$ cat config.mk
export PLATFORM = sky130hd
export DESIGN_NAME = ultrasonic_range_controller
export DESIGN_NICKNAME = d
export VERILOG_FILES = /design/src/hw/rtl/urc_pkg.sv /design/src/hw/rtl/ultrasonic_range_controller.sv /design/src/hw/rtl/urc_dist_acc.sv /design/src/hw/rtl/urc_seq.sv
export SDC_FILE = /design/constraint.sdc
export NUM_CORES = 1
export LEC_CHECK = 0
export BUFFER_PORTS_ARGS = -buffer_cell sky130_fd_sc_hd__buf_4
export CORE_MARGIN = 5
export CORE_UTILIZATION = 40
export DETAILED_ROUTE_END_ITERATION = 10
export SLEW_MARGIN = 20
export SYNTH_ARGS = -nofsm -noshare
export SYNTH_HDL_FRONTEND = slang
export SYNTH_SLANG_ARGS = --single-unit
$ cat constraint.sdc
create_clock -name aclk -period 3.65 [get_ports aclk]
set_input_delay 0.1825 -clock aclk [delete_from_list [all_inputs] [get_ports aclk]]
set_output_delay 0.1825 -clock aclk [all_outputs]
set_load 0.01 [all_outputs]
$ cat src/hw/rtl/urc_pkg.sv
// Shared types, constants and register codes for the ultrasonic range controller.
package urc_pkg;

    // Defaults for top-level parameters
    localparam int CLOCKS_PER_US_DEF = 16;
    localparam int COUNT_BITS_DEF    = 24;

    // Number of sensors that accept a start request
    localparam int SENSORS    = 4;
    localparam int SENSOR_W   = 2;
    localparam int LINE_W     = 4;

    // Distance arithmetic: distance = MM_PER_STEP * two_us_steps / STEP_DIV
    localparam int            DIST_W      = 18;
    localparam logic [17:0]   DIST_MAX    = 18'h3FFFF;
    localparam int            MM_PER_STEP = 343;
    localparam int            STEP_DIV    = 1000;
    localparam int            REM_W       = 10;

    // Configuration registers
    localparam int          CFG_ADDR_W        = 1;
    localparam int          CFG_DATA_W        = 18;
    localparam logic [0:0]  REG_TRIGGER_TICKS = 1'b0;
    localparam logic [0:0]  REG_THRESHOLD_MM  = 1'b1;
    localparam logic [15:0] TRIG_TICKS_RST    = 16'd160;
    localparam logic [17:0] THRESHOLD_RST     = 18'd0;

    // Request kinds on s_tuser
    localparam logic REQ_TICK  = 1'b0;
    localparam logic REQ_START = 1'b1;

    // Measurement phases
    typedef enum logic [1:0] {
        PH_IDLE,
        PH_TRIG,
        PH_WAIT,
        PH_COUNT
    } phase_t;

    // Control from the sequencer to the distance accumulator
    typedef struct packed {
        logic load;   // echo seen high: first tick of the pulse
        logic step;   // one more tick of echo high
    } acc_ctrl_t;

    // One result item
    typedef struct packed {
        logic [3:0]  red_marks;
        logic [3:0]  green_marks;
        logic        beyond_threshold;
        logic [17:0] distance_mm;
        logic        done_res;
        logic        busy_res;
        logic [3:0]  trigger_lines;
    } result_t;

endpackage

$ cat src/hw/rtl/ultrasonic_range_controller.sv
// Top level of the four-sensor ultrasonic range controller.
//
//  channel  | direction | tdata (low bit up)                         | tuser
//  ---------+-----------+--------------------------------------------+---------
//  s_       | in        | sensor[1:0], echo_levels[5:2]              | req_type
//  m_       | out       | trigger_lines, busy, done, distance_mm,    | -
//           |           | beyond_threshold, green_marks, red_marks   |
//  cfg_     | in        | index 0 trigger_ticks, index 1 threshold_mm|
//
// Each transaction passes one input register, then one result register.
// One transaction per cycle is sustained while m_tready stays high; the
// sequencer updates its state once per transaction.
// Reset (aresetn low, synchronous) returns to idle with all marks off.
// A stalled m_ side holds the result and the input register fills; s_tready
// drops only when both are full.
module ultrasonic_range_controller #(
    parameter int CLOCKS_PER_US = urc_pkg::CLOCKS_PER_US_DEF,
    parameter int COUNT_BITS    = urc_pkg::COUNT_BITS_DEF
) (
    input  logic                               aclk,
    input  logic                               aresetn,
    // configuration write port
    input  logic                               cfg_wr_en,
    input  logic [urc_pkg::CFG_ADDR_W-1:0]     cfg_addr,
    input  logic [urc_pkg::CFG_DATA_W-1:0]     cfg_wdata,
    // input stream
    input  logic                               s_tvalid,
    output logic                               s_tready,
    input  logic [7:0]                         s_tdata,   // sensor[1:0], echo_levels[5:2]
    input  logic                               s_tuser,   // req_type
    // result stream
    output logic                               m_tvalid,
    input  logic                               m_tready,
    output logic [39:0]                        m_tdata    // trigger_lines[3:0], busy[4],
                                                          // done[5], distance_mm[23:6],
                                                          // beyond[24], green[28:25],
                                                          // red[32:29]
);
    import urc_pkg::*;

    logic [15:0]        trig_ticks_reg;
    logic [17:0]        threshold_reg;
    logic               in_valid_reg;
    logic               in_type_reg;
    logic [1:0]         in_sensor_reg;
    logic [3:0]         in_echo_reg;
    logic               out_valid_reg;
    result_t            out_reg;
    result_t            result;
    acc_ctrl_t          acc_ctrl;
    logic [17:0]        distance_mm;
    logic               advance;

    // An item moves on when the result register is free or being emptied
    assign advance  = in_valid_reg && (!out_valid_reg || m_tready);
    assign s_tready = !in_valid_reg || advance;

    // Configuration registers
    always_ff @(posedge aclk) begin
        if (!aresetn) begin
            trig_ticks_reg <= TRIG_TICKS_RST;
            threshold_reg  <= THRESHOLD_RST;
        end else if (cfg_wr_en) begin
            case (cfg_addr)
                REG_TRIGGER_TICKS: trig_ticks_reg <= cfg_wdata[15:0];
                REG_THRESHOLD_MM:  threshold_reg  <= cfg_wdata[17:0];
                default:           trig_ticks_reg <= trig_ticks_reg;
            endcase
        end
    end

    // Input register
    always_ff @(posedge aclk) begin
        if (!aresetn) begin
            in_valid_reg <= 1'b0;
        end else if (s_tready) begin
            in_valid_reg <= s_tvalid;
        end
    end

    always_ff @(posedge aclk) begin
        if (s_tready && s_tvalid) begin
            in_type_reg   <= s_tuser;
            in_sensor_reg <= s_tdata[1:0];
            in_echo_reg   <= s_tdata[5:2];
        end
    end

    urc_dist_acc #(
        .CLOCKS_PER_US (CLOCKS_PER_US)
    ) u_dist_acc (
        .aclk        (aclk),
        .ctrl        (acc_ctrl),
        .distance_mm (distance_mm)
    );

    urc_seq #(
        .COUNT_BITS (COUNT_BITS)
    ) u_seq (
        .aclk          (aclk),
        .aresetn       (aresetn),
        .advance       (advance),
        .req_type      (in_type_reg),
        .sensor        (in_sensor_reg),
        .echo_levels   (in_echo_reg),
        .trigger_ticks (trig_ticks_reg),
        .threshold_mm  (threshold_reg),
        .distance_mm   (distance_mm),
        .acc_ctrl      (acc_ctrl),
        .result        (result)
    );

    // Result register
    always_ff @(posedge aclk) begin
        if (!aresetn) begin
            out_valid_reg <= 1'b0;
        end else if (advance) begin
            out_valid_reg <= 1'b1;
        end else if (m_tready) begin
            out_valid_reg <= 1'b0;
        end
    end

    always_ff @(posedge aclk) begin
        if (advance) begin
            out_reg <= result;
        end
    end

    assign m_tvalid = out_valid_reg;
    assign m_tdata  = {7'd0, out_reg};

endmodule

$ cat src/hw/rtl/urc_dist_acc.sv
// Running distance accumulator: tracks millimetres while the echo pulse is counted.
module urc_dist_acc #(
    parameter int CLOCKS_PER_US = urc_pkg::CLOCKS_PER_US_DEF
) (
    input  logic                aclk,
    input  urc_pkg::acc_ctrl_t  ctrl,
    output logic [17:0]         distance_mm
);
    import urc_pkg::*;

    // Prescaler modulus that spans two microseconds
    localparam int PRE_MOD = 2 * CLOCKS_PER_US;
    localparam int PRE_W   = $clog2(PRE_MOD);

    logic [PRE_W-1:0]  pre_reg,  pre_next;
    logic [REM_W-1:0]  rem_reg,  rem_next;
    logic [DIST_W-1:0] mm_reg,   mm_next;
    logic [REM_W:0]    rem_sum;

    assign rem_sum = {1'b0, rem_reg} + (REM_W+1)'(MM_PER_STEP);

    // Each completed two microseconds adds 343/1000 mm, kept as quotient and remainder
    always_comb begin
        pre_next = pre_reg;
        rem_next = rem_reg;
        mm_next  = mm_reg;
        if (ctrl.load) begin
            pre_next = PRE_W'(1);
            rem_next = '0;
            mm_next  = '0;
        end else if (ctrl.step) begin
            if (pre_reg == PRE_W'(PRE_MOD - 1)) begin
                pre_next = '0;
                if (rem_sum >= (REM_W+1)'(STEP_DIV)) begin
                    rem_next = REM_W'(rem_sum - (REM_W+1)'(STEP_DIV));
                    if (mm_reg != DIST_MAX) begin
                        mm_next = mm_reg + DIST_W'(1);
                    end
                end else begin
                    rem_next = rem_sum[REM_W-1:0];
                end
            end else begin
                pre_next = pre_reg + PRE_W'(1);
            end
        end
    end

    // Payload registers, loaded before use
    always_ff @(posedge aclk) begin
        pre_reg <= pre_next;
        rem_reg <= rem_next;
        mm_reg  <= mm_next;
    end

    assign distance_mm = mm_reg;

endmodule

$ cat src/hw/rtl/urc_seq.sv
// Measurement sequencer: phase, trigger timing, echo count and sensor marks.
module urc_seq #(
    parameter int COUNT_BITS = urc_pkg::COUNT_BITS_DEF
) (
    input  logic                aclk,
    input  logic                aresetn,
    input  logic                advance,
    input  logic                req_type,
    input  logic [1:0]          sensor,
    input  logic [3:0]          echo_levels,
    input  logic [15:0]         trigger_ticks,
    input  logic [17:0]         threshold_mm,
    input  logic [17:0]         distance_mm,
    output urc_pkg::acc_ctrl_t  acc_ctrl,
    output urc_pkg::result_t    result
);
    import urc_pkg::*;

    localparam logic [COUNT_BITS-1:0] COUNT_MAX = '1;

    phase_t                  phase_reg,  phase_next;
    logic [SENSOR_W-1:0]     sensor_reg, sensor_next;
    logic [COUNT_BITS-1:0]   count_reg,  count_next;
    logic [LINE_W-1:0]       green_reg,  green_next;
    logic [LINE_W-1:0]       red_reg,    red_next;
    logic [COUNT_BITS-1:0]   count_inc;
    logic                    echo;
    logic                    near;
    logic                    done_flag;
    logic                    sensor_ok;

    assign count_inc = count_reg + COUNT_BITS'(1);
    assign echo      = echo_levels[sensor_reg];
    assign near      = (distance_mm <= threshold_mm);
    assign sensor_ok = ({1'b0, sensor} < (SENSOR_W+1)'(SENSORS));

    // Next state
    always_comb begin
        phase_next    = phase_reg;
        sensor_next   = sensor_reg;
        count_next    = count_reg;
        green_next    = green_reg;
        red_next      = red_reg;
        done_flag     = 1'b0;
        acc_ctrl.load = 1'b0;
        acc_ctrl.step = 1'b0;
        if (advance) begin
            if (req_type == REQ_START) begin
                if (phase_reg == PH_IDLE && sensor_ok) begin
                    sensor_next = sensor;
                    count_next  = '0;
                    phase_next  = PH_TRIG;
                end
            end else begin
                case (phase_reg)
                    PH_TRIG: begin
                        // zero trigger_ticks ends the pulse after one tick, like one
                        if (count_inc >= COUNT_BITS'(trigger_ticks)) begin
                            count_next = '0;
                            phase_next = PH_WAIT;
                        end else begin
                            count_next = count_inc;
                        end
                    end
                    PH_WAIT: begin
                        if (echo) begin
                            count_next    = COUNT_BITS'(1);
                            acc_ctrl.load = 1'b1;
                            phase_next    = PH_COUNT;
                        end
                    end
                    PH_COUNT: begin
                        if (echo) begin
                            if (count_reg != COUNT_MAX) begin
                                count_next    = count_inc;
                                acc_ctrl.step = 1'b1;
                            end
                        end else begin
                            done_flag              = 1'b1;
                            green_next[sensor_reg] = 1'b1;
                            red_next[sensor_reg]   = near;
                            count_next             = '0;
                            phase_next             = PH_IDLE;
                        end
                    end
                    default: begin
                        phase_next = phase_reg;
                    end
                endcase
            end
        end
    end

    // Result item, showing state after this transaction
    always_comb begin
        result.trigger_lines    = (phase_next == PH_TRIG) ?
                                  ~(LINE_W'(1) << sensor_next) : '1;
        result.busy_res         = (phase_next != PH_IDLE);
        result.done_res         = done_flag;
        result.distance_mm      = done_flag ? distance_mm : '0;
        result.beyond_threshold = done_flag && !near;
        result.green_marks      = green_next;
        result.red_marks        = red_next;
    end

    // State registers
    always_ff @(posedge aclk) begin
        if (!aresetn) begin
            phase_reg  <= PH_IDLE;
            sensor_reg <= '0;
            count_reg  <= '0;
            green_reg  <= '0;
            red_reg    <= '0;
        end else begin
            phase_reg  <= phase_next;
            sensor_reg <= sensor_next;
            count_reg  <= count_next;
            green_reg  <= green_next;
            red_reg    <= red_next;
        end
    end

endmodule

==> reports/qor_table.md, run 1 <==
| Metric | This run | Unit |
| --- | --- | --- |
| Wirelength per Cell | 14.30 | µm |
| Clock tree from TritonCTS | built | - |
| Slew Limit Fails | 0 | - |
| Critical Path RT | 3820 | ps |
| Synth cell count leaders | nand2_1 (112), dfxtp_1 (105), nor2_1 (56), inv_1 (47), ha_1 (41) | - |
| Initial detailed-routing violation count | 330 | - |
| Antenna violations before repair | 0 | - |
| Routability cong. | 0.8543 | - |
| Total number of placement rows | 50 | - |
| Setup repair bufs after CTS | 0 | - |
| Global-route wire length before repair | 28230 | µm |
| Top cell type by total area after synthesis | dfxtp_1 | - |
| Largest vdd supply drop | 0.3360 | mV |
| Startpoint-to-endpoint class of the critical path | register to register | - |
| Worst hold margin | 24.95 | ps |
| Top-level I/O count | 75 | - |
| Crit share post-route | 0.9281 | - |
| Final critical delay including setup and external delays | 3388 | ps |
| Number of synthesized register bits | 145 | - |
| Port bufs | 65 | - |
| Ys flop type | dfxtp_1 | - |
| Diodes inserted | 0 | - |
| Most frequently used cell type in the post-synthesis netlist | nand2_1 | - |
| Layout cell share with drive strength beyond 1 | 0.1648 | - |
| Run status | completed | - |
| Sequential element share of the synthesized area | 0.4286 | - |
| Maximum root-to-sink buffer count | 2 | - |
| Source-to-sink clock delay at the later pin of the worst-skew pair | 420 | ps |
| Dpl cells | 1134 | - |
| Number of nets in the finished design | 977 | - |
| Syn Inst Count | 833 | - |
| Leakage | 0.003615 | µW |
| CP max FO | 7 | - |
| Asr flop ratio synth | 0 | - |
| Chip Width | 148.8 | µm |
| Hold violation total from the final report | 0 | - |
| Power density over cell area | 405.2 | nW/µm² |
| Avg Synthesized Cell Area | 9.253 | µm² |
| HPWL after detailed placement | 12310 | µm |
| Worst-path clk slew | 60 | ps |
| Leading post-synthesis cells by cell area | dfxtp_1 (27%), edfxtp_1 (16%), ha_1 (6.7%) | - |
| All-layer global routing usage | 0.1574 | - |
| Root Driver | clkbuf_16 | - |
| Via count | 5884 | - |
| Number of filler cells placed in the layout | 1782 | - |
| Kind of end point of the critical path | register | - |
| Number of vias per cell | 5.003 | - |
| TritonCTS Buffers | 17 | - |
| Class of the worst hold path | primary input to register | - |
| Syn Std Cell Area | 7707 | µm² |
| Post-synth EDFFs | 40 | - |
| Max-Slew Margin vs Limit | 0.5226 | - |
| Remaining design rule violation count | 0 | - |
| Initial cell density of the core | 0.4093 | - |
| Cell internal pwr | 2873 | µW |
| Total power | 3708 | µW |
| Total wirelength of the detailed-routed design | 16820 | µm |
| Height of the die | 148.8 | µm |
| Number of nets with antenna violations after routing | 0 | - |
| Number of setup violations in the final report | 0 | - |
| Sequential fraction of design power | 0.463 | - |
| Transition time at the pin with the least slew margin | 709.5 | ps |
| Max-cap viol count | 0 | - |
| Synth-to-Final Area Change | 18.73 | % |
| Timing-limited maximum frequency | 295.2 | MHz |
| Net load switching power | 835.0 | µW |
| Critical Path AT | 3550 | ps |
| Max FFs per register | 33 | - |
| Core area | 18830 | µm² |
| Die area | 22140 | µm² |
| Clock network fraction of total power | 0.474 | - |
| H-tree level count | 4 | - |
| TritonRoute pass-1 iters | 4 | - |
| Crit start category | register | - |
| Warning count from the yosys run | 0 | - |
| Maximum number of pins on one net before global-route repair | 53 | - |
| Final-layout setup total negative slack | 0 | ps |
| Clk sinks | 145 | - |
| Worst clock skew | 10.64 | ps |
| Synth cell types | 66 | - |
| Share of total power in combinational logic | 0.063 | - |
| Via count of the first global-routing pass | 5725 | - |
| Yosys top cell area share | 0.2727 | - |
| Total grt overflow | 0 | - |
| Switching fraction of total power | 0.2252 | - |
| Non-filler instance count after layout | 1176 | - |
worst max-delay path, cell delays in order (launching register included):
cell and delay, ps:
dfxtp_1 420, and4_1 330, nand4_4 190, nor2_1 200
nand2_1 90, xnor2_1 150, ha_1 290, nand4_1 100
nor3_1 70, a31oi_1 160, nand4_1 130, and4b_1 300
buf_4 130, nand3_1 140, a211oi_2 310, nand2_1 100
cells by family (layout without fill, tap and decap cells):
| kind of cell | count (synthesis) | in the layout | synth area share |
|---|---|---|---|
| compound gates | 139 | 139 | 0.1248 |
| mux | 17 | 17 | 0.02370 |
| simple gates | 342 | 342 | 0.2403 |
| fa+ha+maj | 41 | 41 | 0.06656 |
| buf+inv | 96 | 173 | 0.05649 |
| flops | 145 | 145 | 0.4286 |
| xor+xnor | 52 | 52 | 0.05909 |
| other cells | 1 | 7 | 0.0004865 |
layout make-up:
cell class	count	area, µm²	share of cell area
repair buffers	94	730.7	0.07985
flip-flops and latches	145	3303	0.3610
well taps	260	325.3	0.03555
inverters	47	176.4	0.01928
multi-input cells	598	4020	0.4393
clock inverters	13	162.7	0.01777
clock buffers	19	432.9	0.04731
final timing paths:
kind	cells after the start	slack, ps	start	endpoint
setup reg to reg	15	260	u_seq.count_reg[3]	m_tdata[3]
hold / removal	3	20	cfg_wdata[9]	trig_ticks_reg[9]
hold reg to reg	2	460	threshold_reg[13]	threshold_reg[13]
setup / recovery	15	260	u_seq.count_reg[3]	m_tdata[3]
timing repair:
action	4_1_cts	5_1_grt
endpoints found under the hold margin	10	0
endpoints found under the setup margin	11	14
hold buffers	10	0
gates cloned	0	0
gates resized for setup	1	3
routing by layer:
metal / vias to the layer above / global-route usage / part of all wire
met5: - / 0 / 0
met4: 0 / 0.04622 / 0.0076
met3: 10 / 0.03434 / 0.032
met2: 79 / 0.2569 / 0.48
met1: 2739 / 0.2106 / 0.48
li1: 3056 / - / -
cell usage in the layout (no fill, tap or decap), types with 4 or more instances in the layout:
cell             n
nand2_1        112
dfxtp_1        105
buf_4           84
nor2_1          56
inv_1           47
ha_1            41
edfxtp_1        40
xnor2_1         36
a21boi_0        32
nand4_1         26
nand3_1         25
a21oi_1         24
and3_1          21
o21ai_0         20
clkbuf_16       17
xor2_1          16
and2_1          14
a21o_1          12
nand2b_1        11
a22o_1          11
mux2i_1         10
or3_1           10
dlygate4sd3_1   10
nor3_2           8
nor3_1           8
nor2b_1          8
nor4_2           7
conb_1           7
and4_1           6
mux2_2           6
a31oi_1          6
nor4_1           5
o211ai_1         5
o21a_1           5
or2_2            4
or4_1            4
clkinv_4         4
per-stage QoR:
step	utilization	setup slack (ps)	area (µm²)
floorplan	-	55.57	7730
global placement	0.4479	69.94	8434
detailed placement	0.4479	-9.087	8434
CTS	0.4851	171.5	9134
global route	0.4860	-10.97	9151
finish	0.4860	262.3	9151
power by group through the flow:
stage	Sequential (µW)	Combinational [µW]	Clock, µW
final	1720	235	1760
after CTS	1720	237	1800
after global routing	1720	261	1870
after detailed placement	1750	227	0
after floorplan	1750	128	0
after global placement	1750	226	0
(Power assumes the default switching activity.)
==> run 2: changes to the inputs <==
- CORE_UTILIZATION: 40 -> 36
==> run 2 against run 1 <==
  * Combinational power is essentially flat
  * Critical path type unchanged
  * Highest routed layer unchanged
  * Setup slack improved by 20 ps
  * Register-to-register slack improved by 20 ps
  * Wire length is essentially flat
  * Clock power down 5%
  * Count of clock-buffer cells in the layout fell by 1
  * First-iteration DRC count shrank 12%
  * Clock skew rose by 1.7 ps
  * Sequential share of layout area is 0.18 points higher
  * Largest cell class unchanged
  * Die area increased by 10%
  * Global-route usage is 1.7 points lower
==> reports/qor_table.md, run 2 (synthesized netlist as in run 1, its figures left out) <==
| Metric | This run | Unit |
| --- | --- | --- |
| Run status | completed | - |
| Chip Width | 156.3 | µm |
| Number of nets with antenna violations after routing | 0 | - |
| Transition time at the pin with the least slew margin | 626.6 | ps |
| Total wirelength of the detailed-routed design | 16820 | µm |
| Setup repair bufs after CTS | 0 | - |
| Total power | 3630 | µW |
| Worst-path clk slew | 70 | ps |
| Crit start category | register | - |
| Startpoint-to-endpoint class of the critical path | register to register | - |
| Startpoint of the worst hold path | cfg_wdata[17] | - |
| Diodes inserted | 0 | - |
| Die area | 24440 | µm² |
| Worst hold margin | 21.65 | ps |
| Routability cong. | 0.8372 | - |
| Synth-to-Final Area Change | 18.15 | % |
| Via count of the first global-routing pass | 5592 | - |
| Top-level I/O count | 75 | - |
| Maximum root-to-sink buffer count | 2 | - |
| Max FFs per register | 33 | - |
| Final-layout setup total negative slack | 0 | ps |
| RSZ-0062 raised after global routing | false | - |
| CP max FO | 7 | - |
| Worst clock skew | 12.32 | ps |
| Kind of end point of the critical path | register | - |
| Final critical delay including setup and external delays | 3368 | ps |
| Power density over cell area | 398.6 | nW/µm² |
| Via count | 5926 | - |
| Total number of placement rows | 53 | - |
| Largest incremental delay on the critical path | 430 | ps |
| Timing-limited maximum frequency | 296.9 | MHz |
| Slew Limit Fails | 0 | - |
| Max-cap viol count | 0 | - |
| Critical Path AT | 3530 | ps |
| Crit-path slowest cell | dfxtp_1 | - |
| Most frequent standard cell in the layout excluding fill and tap cells | nand2_1 | - |
| Port bufs | 65 | - |
| Source-to-sink clock delay at the later pin of the worst-skew pair | 420 | ps |
| Kind of cell adding the most delay to the critical path | simple AND/OR/NAND/NOR gates | - |
| Core area | 21020 | µm² |
| Height of the die | 156.3 | µm |
| Number of filler cells placed in the layout | 2064 | - |
| Number of setup violations in the final report | 0 | - |
| Setup slack after placement | -5.892 | ps |
| Layout cell share with drive strength beyond 1 | 0.1656 | - |
| Origin of the critical flop-to-flop path | u_seq.count_reg[2] | - |
| Critical Path RT | 3820 | ps |
| Largest vdd supply drop | 0.3174 | mV |
| Register area | 3303 | µm² |
| Clock tree from TritonCTS | built | - |
| Clk sinks | 145 | - |
| Antenna violations before repair | 0 | - |
| Max-Slew Margin vs Limit | 0.5784 | - |
| Root Driver | clkbuf_16 | - |
| Share of the core filled with cells | 0.4332 | - |
| Initial detailed-routing violation count | 291 | - |
| H-tree level count | 4 | - |
| Crit share post-route | 0.9227 | - |
| Area of the multi-input gates | 4020 | µm² |
| Setup slack of the critical path after layout | 282.3 | ps |
| Total grt overflow | 0 | - |
| Leakage | 0.003587 | µW |
| TritonRoute pass-1 iters | 4 | - |
| Combined buffer and inverter count along the critical path | 1 | - |
| Class of the worst hold path | primary input to register | - |
| Beginning of the critical path | u_seq.count_reg[2] | - |
| Maximum number of pins on one net before global-route repair | 53 | - |
| HPWL after detailed placement | 12290 | µm |
| Global-route wire length before repair | 27870 | µm |
| Number of nets in the finished design | 973 | - |
| TritonCTS Buffers | 17 | - |
| Remaining design rule violation count | 0 | - |
| Hold violation total from the final report | 0 | - |
| Initial cell density of the core | 0.3666 | - |
| Number of vias per cell | 4.992 | - |
| Most frequent cells in the layout | nand2_1 (112), dfxtp_1 (105), buf_4 (82) | - |
| Wirelength per Cell | 14.17 | µm |
| Crit path cell chain | and4_1 -> nand4_4 -> nor2_1 -> nand2_1 -> xnor2_1 -> ha_1 -> nand4_1 -> nor3_1 -> a31oi_1 -> nand4_1 -> and4b_1 -> buf_4 -> nand3_1 -> a211oi_2 -> nand2_1 | - |
| All-layer global routing usage | 0.1402 | - |
-- run 2: cell count changes in the layout (fill, tap and decap cells not counted), moves of 2 or more --
| cell | before | now |
|---|---|---|
| inv_8 | 0 | 7 |
| bufinv_16 | 3 | 0 |
| buf_4 | 84 | 82 |
| clkinv_2 | 2 | 0 |
| clkinv_4 | 4 | 2 |
| dlygate4sd3_1 | 10 | 8 |
| inv_6 | 1 | 3 |
-- run 2: layout make-up --
cell class | instances | area share
Tap cell | 275 | 0.03779
Sequential cell | 145 | 0.3627
Clock buffer | 18 | 0.04713
Clock inverter | 14 | 0.01511
Multi-Input combinational cell | 598 | 0.4415
Inverter | 47 | 0.01937
Timing Repair Buffer | 90 | 0.07639
-- run 2: worst register-to-register path, cell delays in order, from the launching register on --
cell and delay [ps]:
dfxtp_1 430, and4_1 350, nand4_4 190, nor2_1 180, nand2_1 90, xnor2_1 180
ha_1 270, nand4_1 120, nor3_1 70, a31oi_1 170, nand4_1 130, and4b_1 290
buf_4 130, nand3_1 130, a211oi_2 300, nand2_1 90
-- run 2: worst paths after layout --
check | endpoint | slack, ps | depth (start not counted)
worst min-delay path | threshold_reg[17] | 20 | 3
worst max register to register | m_tdata[1] | 280 | 15
worst max-delay path | m_tdata[1] | 280 | 15
worst min register to register | threshold_reg[8] | 460 | 2
-- run 2: where the power goes --
group / switching (µW) / leakage (µW) / internal [µW]
logic: 132 / 0.00210 / 102
clock network: 770 / 0.000275 / 910
registers: 22.7 / 0.00121 / 1690
total: 925 / 0.00359 / 2710
-- run 2: stage by stage --
step | instances | area (µm²)
CTS | 1187 | 9089
detailed placement | 1147 | 8438
floorplan | 839 | 7730
finish | 1187 | 9106
global placement | 1147 | 8438
global route | 1187 | 9106
-- run 2: what timing repair did --
action                                  in CTS  in global routing
gates resized for setup                      1                  3
endpoints found under the setup margin      11                 14
hold buffers                                 8                  0
hold endpoints to repair                     8                  0
-- run 2: per-layer routing --
metal	global-route usage	share of wire	wire length, µm	vias up
li1	-	-	-	3062
met1	0.1886	0.48	8045	2772
met2	0.2251	0.48	8019	76
met3	0.02959	0.033	553	16
met4	0.04711	0.012	199	0
met5	0	0	0	-
